`config.mk`:
```
export PLATFORM = sky130hd
export DESIGN_NAME = tans_ctrl
export DESIGN_NICKNAME = d
export VERILOG_FILES = /design/src/tans_pkg.sv /design/src/tans_ctrl.sv
export SDC_FILE = /design/constraint.sdc
export NUM_CORES = 1
export LEC_CHECK = 0
export BUFFER_PORTS_ARGS = -buffer_cell sky130_fd_sc_hd__buf_4
export CAP_MARGIN = 20
export CORE_ASPECT_RATIO = 2
export CORE_MARGIN = 3
export CORE_UTILIZATION = 57
export CTS_BUF_LIST = sky130_fd_sc_hd__clkbuf_4
export DETAILED_ROUTE_END_ITERATION = 8
export PLACE_DENSITY = 0.83
export SLEW_MARGIN = 40
export SYNTH_ARGS = -nofsm -noshare
export SYNTH_HDL_FRONTEND = slang
export SYNTH_SLANG_ARGS = --single-unit
```
`constraint.sdc`:
```
create_clock -name clk -period 2.5 [get_ports clk]
set_input_delay 0.25 -clock clk [delete_from_list [all_inputs] [get_ports clk]]
set_output_delay 0.25 -clock clk [all_outputs]
set_load 0.02 [all_outputs]
```
`src/tans_pkg.sv`:
```
// Shared codes and control/status bundles for the tANS symbol encoder.
// No dependencies; every other file but the two channel interfaces imports this package.
`timescale 1ns / 1ps
`default_nettype none
package tans_pkg;

	localparam logic [1:0] FUNC_LOAD  = 2'd0;
	localparam logic [1:0] FUNC_BUILD = 2'd1;
	localparam logic [1:0] FUNC_ENC   = 2'd2;
	localparam logic [1:0] FUNC_RSVD  = 2'd3;

	localparam logic [2:0] KIND_DATA   = 3'd0;
	localparam logic [2:0] KIND_PAD    = 3'd1;
	localparam logic [2:0] KIND_POS    = 3'd2;
	localparam logic [2:0] KIND_STATE  = 3'd3;
	localparam logic [2:0] KIND_STATUS = 3'd4;
	localparam logic [2:0] KIND_NRDY   = 3'd5;

	typedef struct packed {
		logic       accept;
		logic       load;
		logic       bld_init;
		logic       freq_rd;
		logic       sum_acc;
		logic       s_inc;
		logic       sp_init;
		logic       sp_ld;
		logic       sp_wr;
		logic       ns_rd_sp;
		logic       ns_rd_fill;
		logic       ns_wr;
		logic       set_ready;
		logic       enc_rd;
		logic       enc_calc;
		logic       enc_shift;
		logic       enc_ns;
		logic       enc_upd;
		logic       clr_coder;
		logic       emit;
		logic [2:0] kind;
		logic       eor;
	} cmd_t;

	typedef struct packed {
		logic [1:0] func;
		logic       last;
		logic       ready;
		logic       s_last;
		logic       cnt_zero;
		logic       u_last;
		logic       sum_ok;
		logic       emit;
		logic       pad;
		logic       out_free;
	} sts_t;

endpackage
`default_nettype wire

```
`src/tans_ctrl.sv`:
```
// Sequencer of the tANS encoder: table build passes, encode steps, result emission.
// Depends on tans_pkg.
`timescale 1ns / 1ps
`default_nettype none
module tans_ctrl import tans_pkg::*; (
	input  logic clk,
	input  logic arst_n,
	input  logic req_valid,
	output logic req_ready,
	input  sts_t sts,
	output cmd_t cmd
);

	typedef enum logic [22:0] {
		ST_IDLE       = 23'h000001,
		ST_DISPATCH   = 23'h000002,
		ST_SUM_RD     = 23'h000004,
		ST_SUM_ACC    = 23'h000008,
		ST_SUM_CHK    = 23'h000010,
		ST_SP_RD      = 23'h000020,
		ST_SP_LD      = 23'h000040,
		ST_SP_WR      = 23'h000080,
		ST_NS_RD_SP   = 23'h000100,
		ST_NS_RD_FILL = 23'h000200,
		ST_NS_WR      = 23'h000400,
		ST_BLD_DONE   = 23'h000800,
		ST_BLD_ERR    = 23'h001000,
		ST_ENC_RD     = 23'h002000,
		ST_ENC_CALC   = 23'h004000,
		ST_ENC_SHIFT  = 23'h008000,
		ST_ENC_NS     = 23'h010000,
		ST_ENC_UPD    = 23'h020000,
		ST_EMIT_DATA  = 23'h040000,
		ST_EMIT_PAD   = 23'h080000,
		ST_EMIT_POS   = 23'h100000,
		ST_EMIT_STATE = 23'h200000,
		ST_EMIT_NRDY  = 23'h400000
	} state_t;

	state_t state_q, state_d;

	always_ff @(posedge clk or negedge arst_n) begin
		if (!arst_n) begin
			state_q <= ST_IDLE;
		end else begin
			state_q <= state_d;
		end
	end

	always_comb begin
		cmd       = '0;
		req_ready = 1'b0;
		state_d   = state_q;
		unique case (state_q)
			ST_IDLE: begin
				req_ready = 1'b1;
				if (req_valid) begin
					cmd.accept = 1'b1;
					state_d    = ST_DISPATCH;
				end
			end
			ST_DISPATCH: begin
				unique case (sts.func)
					FUNC_LOAD: begin
						cmd.load = 1'b1;
						state_d  = ST_IDLE;
					end
					FUNC_BUILD: begin
						cmd.bld_init = 1'b1;
						state_d      = ST_SUM_RD;
					end
					FUNC_ENC: begin
						state_d = sts.ready ? ST_ENC_RD : ST_EMIT_NRDY;
					end
					default: state_d = ST_IDLE;
				endcase
			end
			ST_SUM_RD: begin
				cmd.freq_rd = 1'b1;
				state_d     = ST_SUM_ACC;
			end
			ST_SUM_ACC: begin
				cmd.sum_acc = 1'b1;
				cmd.s_inc   = 1'b1;
				state_d     = sts.s_last ? ST_SUM_CHK : ST_SUM_RD;
			end
			ST_SUM_CHK: begin
				cmd.sp_init = 1'b1;
				state_d     = sts.sum_ok ? ST_SP_RD : ST_BLD_ERR;
			end
			ST_SP_RD: begin
				cmd.freq_rd = 1'b1;
				state_d     = ST_SP_LD;
			end
			ST_SP_LD: begin
				cmd.sp_ld = 1'b1;
				state_d   = ST_SP_WR;
			end
			ST_SP_WR: begin
				if (sts.cnt_zero) begin
					cmd.s_inc = 1'b1;
					state_d   = sts.s_last ? ST_NS_RD_SP : ST_SP_RD;
				end else begin
					cmd.sp_wr = 1'b1;
				end
			end
			ST_NS_RD_SP: begin
				cmd.ns_rd_sp = 1'b1;
				state_d      = ST_NS_RD_FILL;
			end
			ST_NS_RD_FILL: begin
				cmd.ns_rd_fill = 1'b1;
				state_d        = ST_NS_WR;
			end
			ST_NS_WR: begin
				cmd.ns_wr = 1'b1;
				state_d   = sts.u_last ? ST_BLD_DONE : ST_NS_RD_SP;
			end
			ST_BLD_DONE: begin
				if (sts.out_free) begin
					cmd.emit      = 1'b1;
					cmd.kind      = KIND_STATUS;
					cmd.eor       = 1'b1;
					cmd.set_ready = 1'b1;
					cmd.clr_coder = 1'b1;
					state_d       = ST_IDLE;
				end
			end
			ST_BLD_ERR: begin
				if (sts.out_free) begin
					cmd.emit = 1'b1;
					cmd.kind = KIND_STATUS;
					cmd.eor  = 1'b1;
					state_d  = ST_IDLE;
				end
			end
			ST_ENC_RD: begin
				cmd.enc_rd = 1'b1;
				state_d    = ST_ENC_CALC;
			end
			ST_ENC_CALC: begin
				cmd.enc_calc = 1'b1;
				state_d      = ST_ENC_SHIFT;
			end
			ST_ENC_SHIFT: begin
				cmd.enc_shift = 1'b1;
				state_d       = ST_ENC_NS;
			end
			ST_ENC_NS: begin
				cmd.enc_ns = 1'b1;
				state_d    = ST_ENC_UPD;
			end
			ST_ENC_UPD: begin
				cmd.enc_upd = 1'b1;
				if (sts.emit) begin
					state_d = ST_EMIT_DATA;
				end else if (sts.last) begin
					state_d = sts.pad ? ST_EMIT_PAD : ST_EMIT_POS;
				end else begin
					state_d = ST_IDLE;
				end
			end
			ST_EMIT_DATA: begin
				if (sts.out_free) begin
					cmd.emit = 1'b1;
					cmd.kind = KIND_DATA;
					cmd.eor  = !sts.last;
					if (sts.last) begin
						state_d = sts.pad ? ST_EMIT_PAD : ST_EMIT_POS;
					end else begin
						state_d = ST_IDLE;
					end
				end
			end
			ST_EMIT_PAD: begin
				if (sts.out_free) begin
					cmd.emit = 1'b1;
					cmd.kind = KIND_PAD;
					state_d  = ST_EMIT_POS;
				end
			end
			ST_EMIT_POS: begin
				if (sts.out_free) begin
					cmd.emit = 1'b1;
					cmd.kind = KIND_POS;
					state_d  = ST_EMIT_STATE;
				end
			end
			ST_EMIT_STATE: begin
				if (sts.out_free) begin
					cmd.emit      = 1'b1;
					cmd.kind      = KIND_STATE;
					cmd.eor       = 1'b1;
					cmd.clr_coder = 1'b1;
					state_d       = ST_IDLE;
				end
			end
			ST_EMIT_NRDY: begin
				if (sts.out_free) begin
					cmd.emit = 1'b1;
					cmd.kind = KIND_NRDY;
					cmd.eor  = 1'b1;
					state_d  = ST_IDLE;
				end
			end
			default: state_d = ST_IDLE;
		endcase
	end

endmodule
`default_nettype wire

```
==> metrics.cfg, run 1 <==
[placement]
final_weighted_congestion_of_routability_driven_global_placement = 0.962
detailed_place_hpwl_um = 4230
port_bufs = 38
placement.setup.worst_slack_ns = 0.126

[route]
count_of_antenna_violating_nets_left_after_detailed_routing = 0
avgViaCountPerCell = 7.04
drc_violation_count_after_routing = 0
detailroute.via_count = 2174
drt_first_pass_iters = 5
finalWirelength_um = 7010
wl_per_cell_um = 22.7
drt_initial_violations = 196

[yosys]
adder_cell_area_share_of_the_yosys_netlist_pct = 2.74
ys_ff_latch = 23
synth_xor_xnor_area_share_pct = 3.83
synth.top_cells.by_area = sky130_fd_sc_hd__dfrtp_1 (30%), sky130_fd_sc_hd__nor4_4 (5.8%), sky130_fd_sc_hd__nor3_1 (3.8%), sky130_fd_sc_hd__nor2_1 (3.3%), sky130_fd_sc_hd__nor3b_1 (2.9%)
synth-main-ff-cell = sky130_fd_sc_hd__dfrtp_1
compound_gate_portion_of_the_synthesized_area_pct = 11.4
dominant_combinational_cell_family_by_area_after_synthesis = simple AND/OR/NAND/NOR gates
number_of_warning_messages_in_the_yosys_log = 0
async_reset_ff_share_pct = 100
synth.cell_area_um2 = 1830
synth_mux_area_share_pct = 2.19
synthesis.area_per_instance_um2 = 9.09
mappedNetlistNets = 219
synth_top_area_cell = sky130_fd_sc_hd__dfrtp_1
synth.yosys.seq_area_share_pct = 31.6
simple_logic_cell_fraction_of_the_synthesized_area_pct = 42.8
post_synth_inst_count = 201
synth_top_area_share_pct = 30.1
synth_cell_type_count = 53
synth-edff-count = 0

[layout]
layout_top_registers = state_q (23)
finalNetCount = 298
largest_register_ffs = 23
register_area_um2 = 584
layout-drive-gt1-share_pct = 51.6
filler_cell_count = 133
synthToLayoutAreaGrowth_pct = 46.7
finish.utilization_pct = 89.0
top_register = state_q
antennaDiodeCount = 0
multi_input_area_um2 = 1330

[global_route]
via_count_of_the_first_global_routing_pass = 2053
antenna_found_initial = 0
gr-total-overflow = 0
groute.usage.overall_pct = 32.1
grt_start_max_net_pins = 24
grt_pass1_wl_um = 9490

[sta]
timing_hold_violations_final = 0
fmax_ghz = 0.381
timing.max_slew.rel_slack_pct = 68.1
worst_margin_pin_slew_ns = 0.471
setup_violations_final = 13
finClkSkew_ns = 0.00899
setup_repair_after_global_routing_missed_its_margin = true
setup-tns-final_ns = -0.768
finalHoldWorstSlack_ns = 0.0837
final.period_utilization_pct = 105
period_minus_slack_ns = 2.62
setup_ws_post_layout_ns = -0.121
drv_slew = 0

[worst_setup_path]
worst_reg2reg_startpoint = state_q[2]$_DFFE_PN0P_
crit_path_max_fanout = 4
critical_path_required_ns = 2.25
critical_path.startpoint_type = register
minimum_setup_slack_among_reg_to_reg_paths_ns = 0.05
critPathSlowestCell = sky130_fd_sc_hd__or4_4
critical-path-top-cell-by-count = sky130_fd_sc_hd__buf_4
r2r_end = state_q[21]$_DFFE_PN0P_
cpPeakStageDelay_ns = 0.59
data_arrival_time_at_the_worst_slack_endpoint_ns = 2.37
path_cells = or4_4 -> nor4_4 -> buf_4 -> nand2_2 -> a21boi_1 -> buf_4
cp-end-kind = output port
worstSetupPathType = register to output port
worst-r2r-cell-count = 7

[clocking]
cts_buffers = 3
clockBufferDepth = 2
clk_pin_slew_ns = 0.14
htreeDepth = 1
clk_latency_ns = 0.34
root_buffer = sky130_fd_sc_hd__clkbuf_4
clock-sinks = 23
cts_tree = done

[floorplanning]
floorplan.die.height_um = 86.1
standard_cell_rows = 28
floorplan.core_area_um2 = 3010
overall_die_width_um = 46.0
design.die.area_um2 = 3960
initial_utilization_pct = 60.7
top_level_ports = 39

[hold_path]
timing.hold.worst_path_depth = 2
hold_start = sts[7]
timing.hold.worst.class = primary input to register
min_to = state_q[22]$_DFFE_PN0P_

[status]
failing_checks = setup timing
outcome = finished, violations left

[power]
power_density_nw_per_um2 = 575
static-leakage-power_nw = 1.28
peakVddDrop_mv = 0.702

[flow_run]
cap_violations = 0

-- metrics by stage --
step,power [W],cells,instance area (um^2)
after global placement,0.00103,279,2240
final,0.00154,309,2680
after CTS,0.00132,303,2470
after detailed placement,0.00105,279,2240
after floorplan,0.000839,201,1830
after global routing,0.00160,309,2680
-- routing by layer --
layer	part of all wire, %	routed length [um]	GRT usage, %
met1	33	2280	32.7
met2	53	3720	59.5
met3	8.5	597	2.73
met4	5.9	413	15.8
met5	0	0	0
-- area by class of cell --
cell class | instances | area share, %
Clock inverter | 1 | 0.187
Inverter | 12 | 1.68
Sequential cell | 23 | 21.8
Tap cell | 30 | 1.40
Timing Repair Buffer | 83 | 24.6
Multi-Input combinational cell | 157 | 49.5
Clock buffer | 3 | 0.840
-- report_power, final --
part	switching, W	total, W	internal [W]	leakage [nW]
Clock	0.000130	0.000191	0.0000603	0.0177
Combinational	0.000496	0.000908	0.000412	0.960
Sequential	0.0000429	0.000443	0.000400	0.307
Total	0.000669	0.00154	0.000872	1.28
-- kinds of logic (layout without fill, tap and decap cells) --
family / count (synthesis) / count (layout)
AO/OA/AOI/OAI: 28 / 28
flip-flops: 23 / 23
multiplexers: 3 / 3
XOR/XNOR: 8 / 8
buffers and inverters: 21 / 99
AND/OR/NAND/NOR: 114 / 114
adder cells (fa/ha/maj): 4 / 4
-- cell usage after synthesis, types with 2 or more instances --
cell type / number
sky130_fd_sc_hd__a21o_1: 2
sky130_fd_sc_hd__a22o_1: 3
sky130_fd_sc_hd__a22oi_1: 3
sky130_fd_sc_hd__and2_1: 5
sky130_fd_sc_hd__and3_1: 3
sky130_fd_sc_hd__and4_1: 2
sky130_fd_sc_hd__buf_2: 6
sky130_fd_sc_hd__buf_6: 2
sky130_fd_sc_hd__dfrtp_1: 22
sky130_fd_sc_hd__ha_1: 4
sky130_fd_sc_hd__inv_1: 12
sky130_fd_sc_hd__mux2_4: 2
sky130_fd_sc_hd__nand2_1: 11
sky130_fd_sc_hd__nand2b_1: 6
sky130_fd_sc_hd__nand3_1: 3
sky130_fd_sc_hd__nand4_1: 6
sky130_fd_sc_hd__nand4b_1: 2
sky130_fd_sc_hd__nor2_1: 16
sky130_fd_sc_hd__nor3_1: 14
sky130_fd_sc_hd__nor3b_1: 7
sky130_fd_sc_hd__nor4_1: 8
sky130_fd_sc_hd__nor4_4: 5
sky130_fd_sc_hd__nor4b_1: 5
sky130_fd_sc_hd__o21ai_0: 7
sky130_fd_sc_hd__or2_2: 6
sky130_fd_sc_hd__or3_1: 6
sky130_fd_sc_hd__xnor2_1: 4
sky130_fd_sc_hd__xor2_1: 4
-- placed cells by master (no fill, tap or decap), types with 5 or more instances in the layout --
cell,instances
sky130_fd_sc_hd__dfrtp_2,6
sky130_fd_sc_hd__buf_6,9
sky130_fd_sc_hd__nand2_1,9
sky130_fd_sc_hd__nor4_4,7
sky130_fd_sc_hd__inv_1,12
sky130_fd_sc_hd__nor3_1,5
sky130_fd_sc_hd__nor4_1,7
sky130_fd_sc_hd__o21ai_0,6
sky130_fd_sc_hd__nand2b_1,6
sky130_fd_sc_hd__nor2_1,13
sky130_fd_sc_hd__nand4_1,6
sky130_fd_sc_hd__nor3_2,7
sky130_fd_sc_hd__dfrtp_1,16
sky130_fd_sc_hd__buf_4,73
-- worst max-delay path: cells and delay by family (launching register included) --
family	cells	cell delay (ns)
flip-flops	1	0.48
AO/OA/AOI/OAI	1	0.24
buffers and inverters	2	0.37
AND/OR/NAND/NOR	3	0.95
-- worst max path at each step --
stage | from | to | depth (start not counted)
3_5_place_dp | state_q[1]$_DFFE_PN0P_ | cmd[2] | 7
5_1_grt | state_q[12]$_DFFE_PN0P_ | cmd[12] | 5
2_1_floorplan | state_q[21]$_DFFE_PN0P_ | cmd[13] | 5
4_1_cts | state_q[1]$_DFFE_PN0P_ | cmd[2] | 7
3_3_place_gp | state_q[1]$_DFFE_PN0P_ | cmd[2] | 7
6_report | state_q[2]$_DFFE_PN0P_ | cmd[3] | 6
-- repair_timing --
item,4_1_cts,5_1_grt
pin swaps,12,21
endpoints found under the hold margin,22,0
resized for setup,14,43
gates cloned,0,0
hold buffers,1,0
setup endpoints to repair,17,25
buffers inserted,19,6
Note: power is estimated with default switching activity, not from simulation.
==> run 2: changes to the inputs <==
- ABC_AREA: not set -> 1
- BUFFER_PORTS_ARGS: -buffer_cell sky130_fd_sc_hd__buf_4 -> not set
- CORE_UTILIZATION: 57 -> 58
- DONT_BUFFER_PORTS: not set -> 1
- PLACE_DENSITY: 0.83 -> 0.74
- SKIP_CTS_REPAIR_TIMING: not set -> 1
==> run 2 against run 1 <==
Net effect: the flow now finishes without violations; critical path depth increased by 5; clock skew fell by 0.00080 ns; non-clock buffer count is 62 lower; setup slack improved by 0.23 ns; clock power about the same; cell area down 20%; critical path type unchanged; critical endpoint is now cmd[2].
==> metrics.cfg, run 2 <==
[flow_run]
cap_violations = 0

[worst_setup_path]
data_arrival_time_at_the_worst_slack_endpoint_ns = 2.14
cp.buffers_inverters = 2
worst-r2r-cell-count = 12
worst_reg2reg_startpoint = state_q[17]$_DFFE_PN0P_
critical_path_required_ns = 2.25
worstSetupPathType = register to output port
path_cells = nor2_2 -> nand2_2 -> nor2_4 -> buf_12 -> nand2_2 -> nor2_4 -> nor2_2 -> nand2_4 -> nand2_1 -> a21oi_1 -> buf_4
r2r_end = state_q[19]$_DFFE_PN0P_
cp-end-kind = output port
crit_family = simple AND/OR/NAND/NOR gates
crit_path_max_fanout = 11
critPathSlowestCell = sky130_fd_sc_hd__dfrtp_1
timing.critical_path.depth = 11
cpPeakStageDelay_ns = 0.43
minimum_setup_slack_among_reg_to_reg_paths_ns = 0.42
critical_path.startpoint_type = register

[layout]
most_used_cells_in_the_layout_excluding_fill_and_tap_cells = sky130_fd_sc_hd__nor2_1 (63), sky130_fd_sc_hd__nand2_1 (56), sky130_fd_sc_hd__inv_1 (52), sky130_fd_sc_hd__dfrtp_1 (22), sky130_fd_sc_hd__nand3_1 (20)
filler_cell_count = 289
layout_top_registers = state_q (23)
finalNetCount = 334
antennaDiodeCount = 0
layout_commonest_cell = sky130_fd_sc_hd__nor2_1
layout-drive-gt1-share_pct = 21.6
largest_register_ffs = 23
post-route-cell-area_um2 = 2150
synthToLayoutAreaGrowth_pct = 12.8
top_register = state_q
multi_input_area_um2 = 1110
register_area_um2 = 577

[yosys]
number_of_warning_messages_in_the_yosys_log = 0
synth_top_area_cell = sky130_fd_sc_hd__dfrtp_1
async_reset_ff_share_pct = 100
synth.top_cells.by_count = sky130_fd_sc_hd__nor2_1 (67), sky130_fd_sc_hd__nand2_1 (56), sky130_fd_sc_hd__inv_1 (52), sky130_fd_sc_hd__dfrtp_1 (22), sky130_fd_sc_hd__nand3_1 (20)
synth.yosys.seq_area_share_pct = 30.3
ys_ff_latch = 23
post_synth_inst_count = 293
synth-main-ff-cell = sky130_fd_sc_hd__dfrtp_1
synth_cell_type_count = 27
mappedNetlistNets = 311
synth-edff-count = 0
synth.cell_area_um2 = 1900
yosysMostFrequentCell = sky130_fd_sc_hd__nor2_1
synthesis.area_per_instance_um2 = 6.50
synth_top_area_share_pct = 28.9
synth.top_cells.by_area = sky130_fd_sc_hd__dfrtp_1 (29%), sky130_fd_sc_hd__nor2_1 (13%), sky130_fd_sc_hd__nand2_1 (11%), sky130_fd_sc_hd__inv_1 (10%), sky130_fd_sc_hd__nand3_1 (5.3%)

[clocking]
clk_pin_slew_ns = 0.13
cts_buffers = 3
clock-sinks = 23
htreeDepth = 1
cts_tree = done
clk_latency_ns = 0.32
root_buffer = sky130_fd_sc_hd__clkbuf_4
clockBufferDepth = 2

[sta]
setup_violations_final = 0
finClkSkew_ns = 0.00820
timing.max_slew.rel_slack_pct = 65.3
drv_slew = 0
fmax_ghz = 0.419
finalHoldWorstSlack_ns = 0.0208
period_minus_slack_ns = 2.39
worst_margin_pin_slew_ns = 0.518
final.period_utilization_pct = 95.5
timing_hold_violations_final = 0

[hold_path]
min_to = state_q[12]$_DFFE_PN0P_
hold_start = sts[3]
timing.hold.worst_path_depth = 1
timing.hold.worst.class = primary input to register

[route]
avgViaCountPerCell = 5.51
count_of_antenna_violating_nets_left_after_detailed_routing = 0
drt_first_pass_iters = 4
drt_initial_violations = 61
detailroute.via_count = 1901
wl_per_cell_um = 14.4
finalWirelength_um = 4990
drc_violation_count_after_routing = 0

[global_route]
grt_start_max_net_pins = 24
groute.usage.overall_pct = 27.0
grt_pass1_wl_um = 8040
via_count_of_the_first_global_routing_pass = 1909
gr-total-overflow = 0
antenna_found_initial = 0

[floorplanning]
top_level_ports = 39
design.die.area_um2 = 4050
overall_die_width_um = 46.5
initial_utilization_pct = 62.5
floorplan.core_area_um2 = 3050
standard_cell_rows = 28
floorplan.die.height_um = 87.0

[placement]
placed_area_um2 = 2010
final_weighted_congestion_of_routability_driven_global_placement = 0.915
detailed_place_hpwl_um = 3930
port_bufs = 0

[power]
static-leakage-power_nw = 1.20
power_density_nw_per_um2 = 579
peakVddDrop_mv = 0.447
pnr_total_power_w = 0.00124

[status]
outcome = complete, no violations

==> run 2: cell types whose count changed after synthesis, sizes merged, moves of 8 or more <==
cell,delta
inv,+43
nand2,+59
nand3,+19
nor2,+69
nor3,-11
nor3b,-8
nor4,-13
==> run 2: cells by family (layout without fill, tap and decap cells) <==
| logic type | Yosys count | in the layout | synth area share, % |
|---|---|---|---|
| buffers and inverters | 58 | 80 | 12.6 |
| adder cells (fa/ha/maj) | 4 | 4 | 2.63 |
| flip-flops | 23 | 23 | 30.3 |
| AND/OR/NAND/NOR | 187 | 187 | 47.4 |
| AO/OA/AOI/OAI | 21 | 21 | 7.03 |
==> run 2: worst reg2reg max path, cell delays in order, from the launching register on <==
cell and delay, ns:
sky130_fd_sc_hd__dfrtp_1 0.42, sky130_fd_sc_hd__nor2_2 0.18, sky130_fd_sc_hd__nand2_2 0.12, sky130_fd_sc_hd__nor2_4 0.21, sky130_fd_sc_hd__buf_4 0.19, sky130_fd_sc_hd__nand2_2 0.10, sky130_fd_sc_hd__nor2_2 0.16, sky130_fd_sc_hd__nand2_1 0.14
sky130_fd_sc_hd__o21ai_2 0.14, sky130_fd_sc_hd__inv_2 0.09, sky130_fd_sc_hd__nand2_4 0.13, sky130_fd_sc_hd__nand2_1 0.06, sky130_fd_sc_hd__o21ai_1 0.06
==> run 2: metal layers <==
layer  track usage [%]  wire length (um)  vias to the layer above
li1                  -                 -                      940
met1              28.4              1750                      867
met2              49.1              2740                       73
met3              3.93               281                       21
met4              12.2               208                        0
met5                 0                 0                        -
==> run 2: area by class of cell <==
cell class                      count  share of cell area (%)
Multi-Input combinational cell    212                    51.8
Tap cell                           30                    1.75
Inverter                           55                    9.61
Sequential cell                    23                    26.8
Clock buffer                        4                    1.40
Timing Repair Buffer               21                    8.62
==> run 2: where the power goes <==
group / internal [W] / switching (W)
sequential: 0.000399 / 0.0000279
clock: 0.0000733 / 0.000119
combinational: 0.000212 / 0.000412
total: 0.000685 / 0.000558
==> run 2: worst max-delay path by stage <==
stage	start	to	slack, ns
2_1_floorplan	state_q[5]$_DFFE_PN0P_	cmd[5]	0.27
3_3_place_gp	state_q[3]$_DFFE_PN0P_	cmd[3]	0.34
3_5_place_dp	state_q[3]$_DFFE_PN0P_	cmd[3]	0.27
4_1_cts	state_q[3]$_DFFE_PN0P_	cmd[3]	-0.10
5_1_grt	state_q[1]$_DFFE_PN0P_	cmd[2]	-0.04
6_report	state_q[5]$_DFFE_PN0P_	cmd[2]	0.11
==> run 2: metrics by stage <==
step                      TNS [ns]  utilization, %  std cells  worst slack [ns]
after floorplan                  0               -        293             0.273
after global placement           0            65.8        333             0.344
after detailed placement         0            65.8        333             0.267
after CTS                   -0.185            66.8        337            -0.103
after global routing       -0.0384            70.5        345           -0.0384
final                            0            70.5        345             0.112
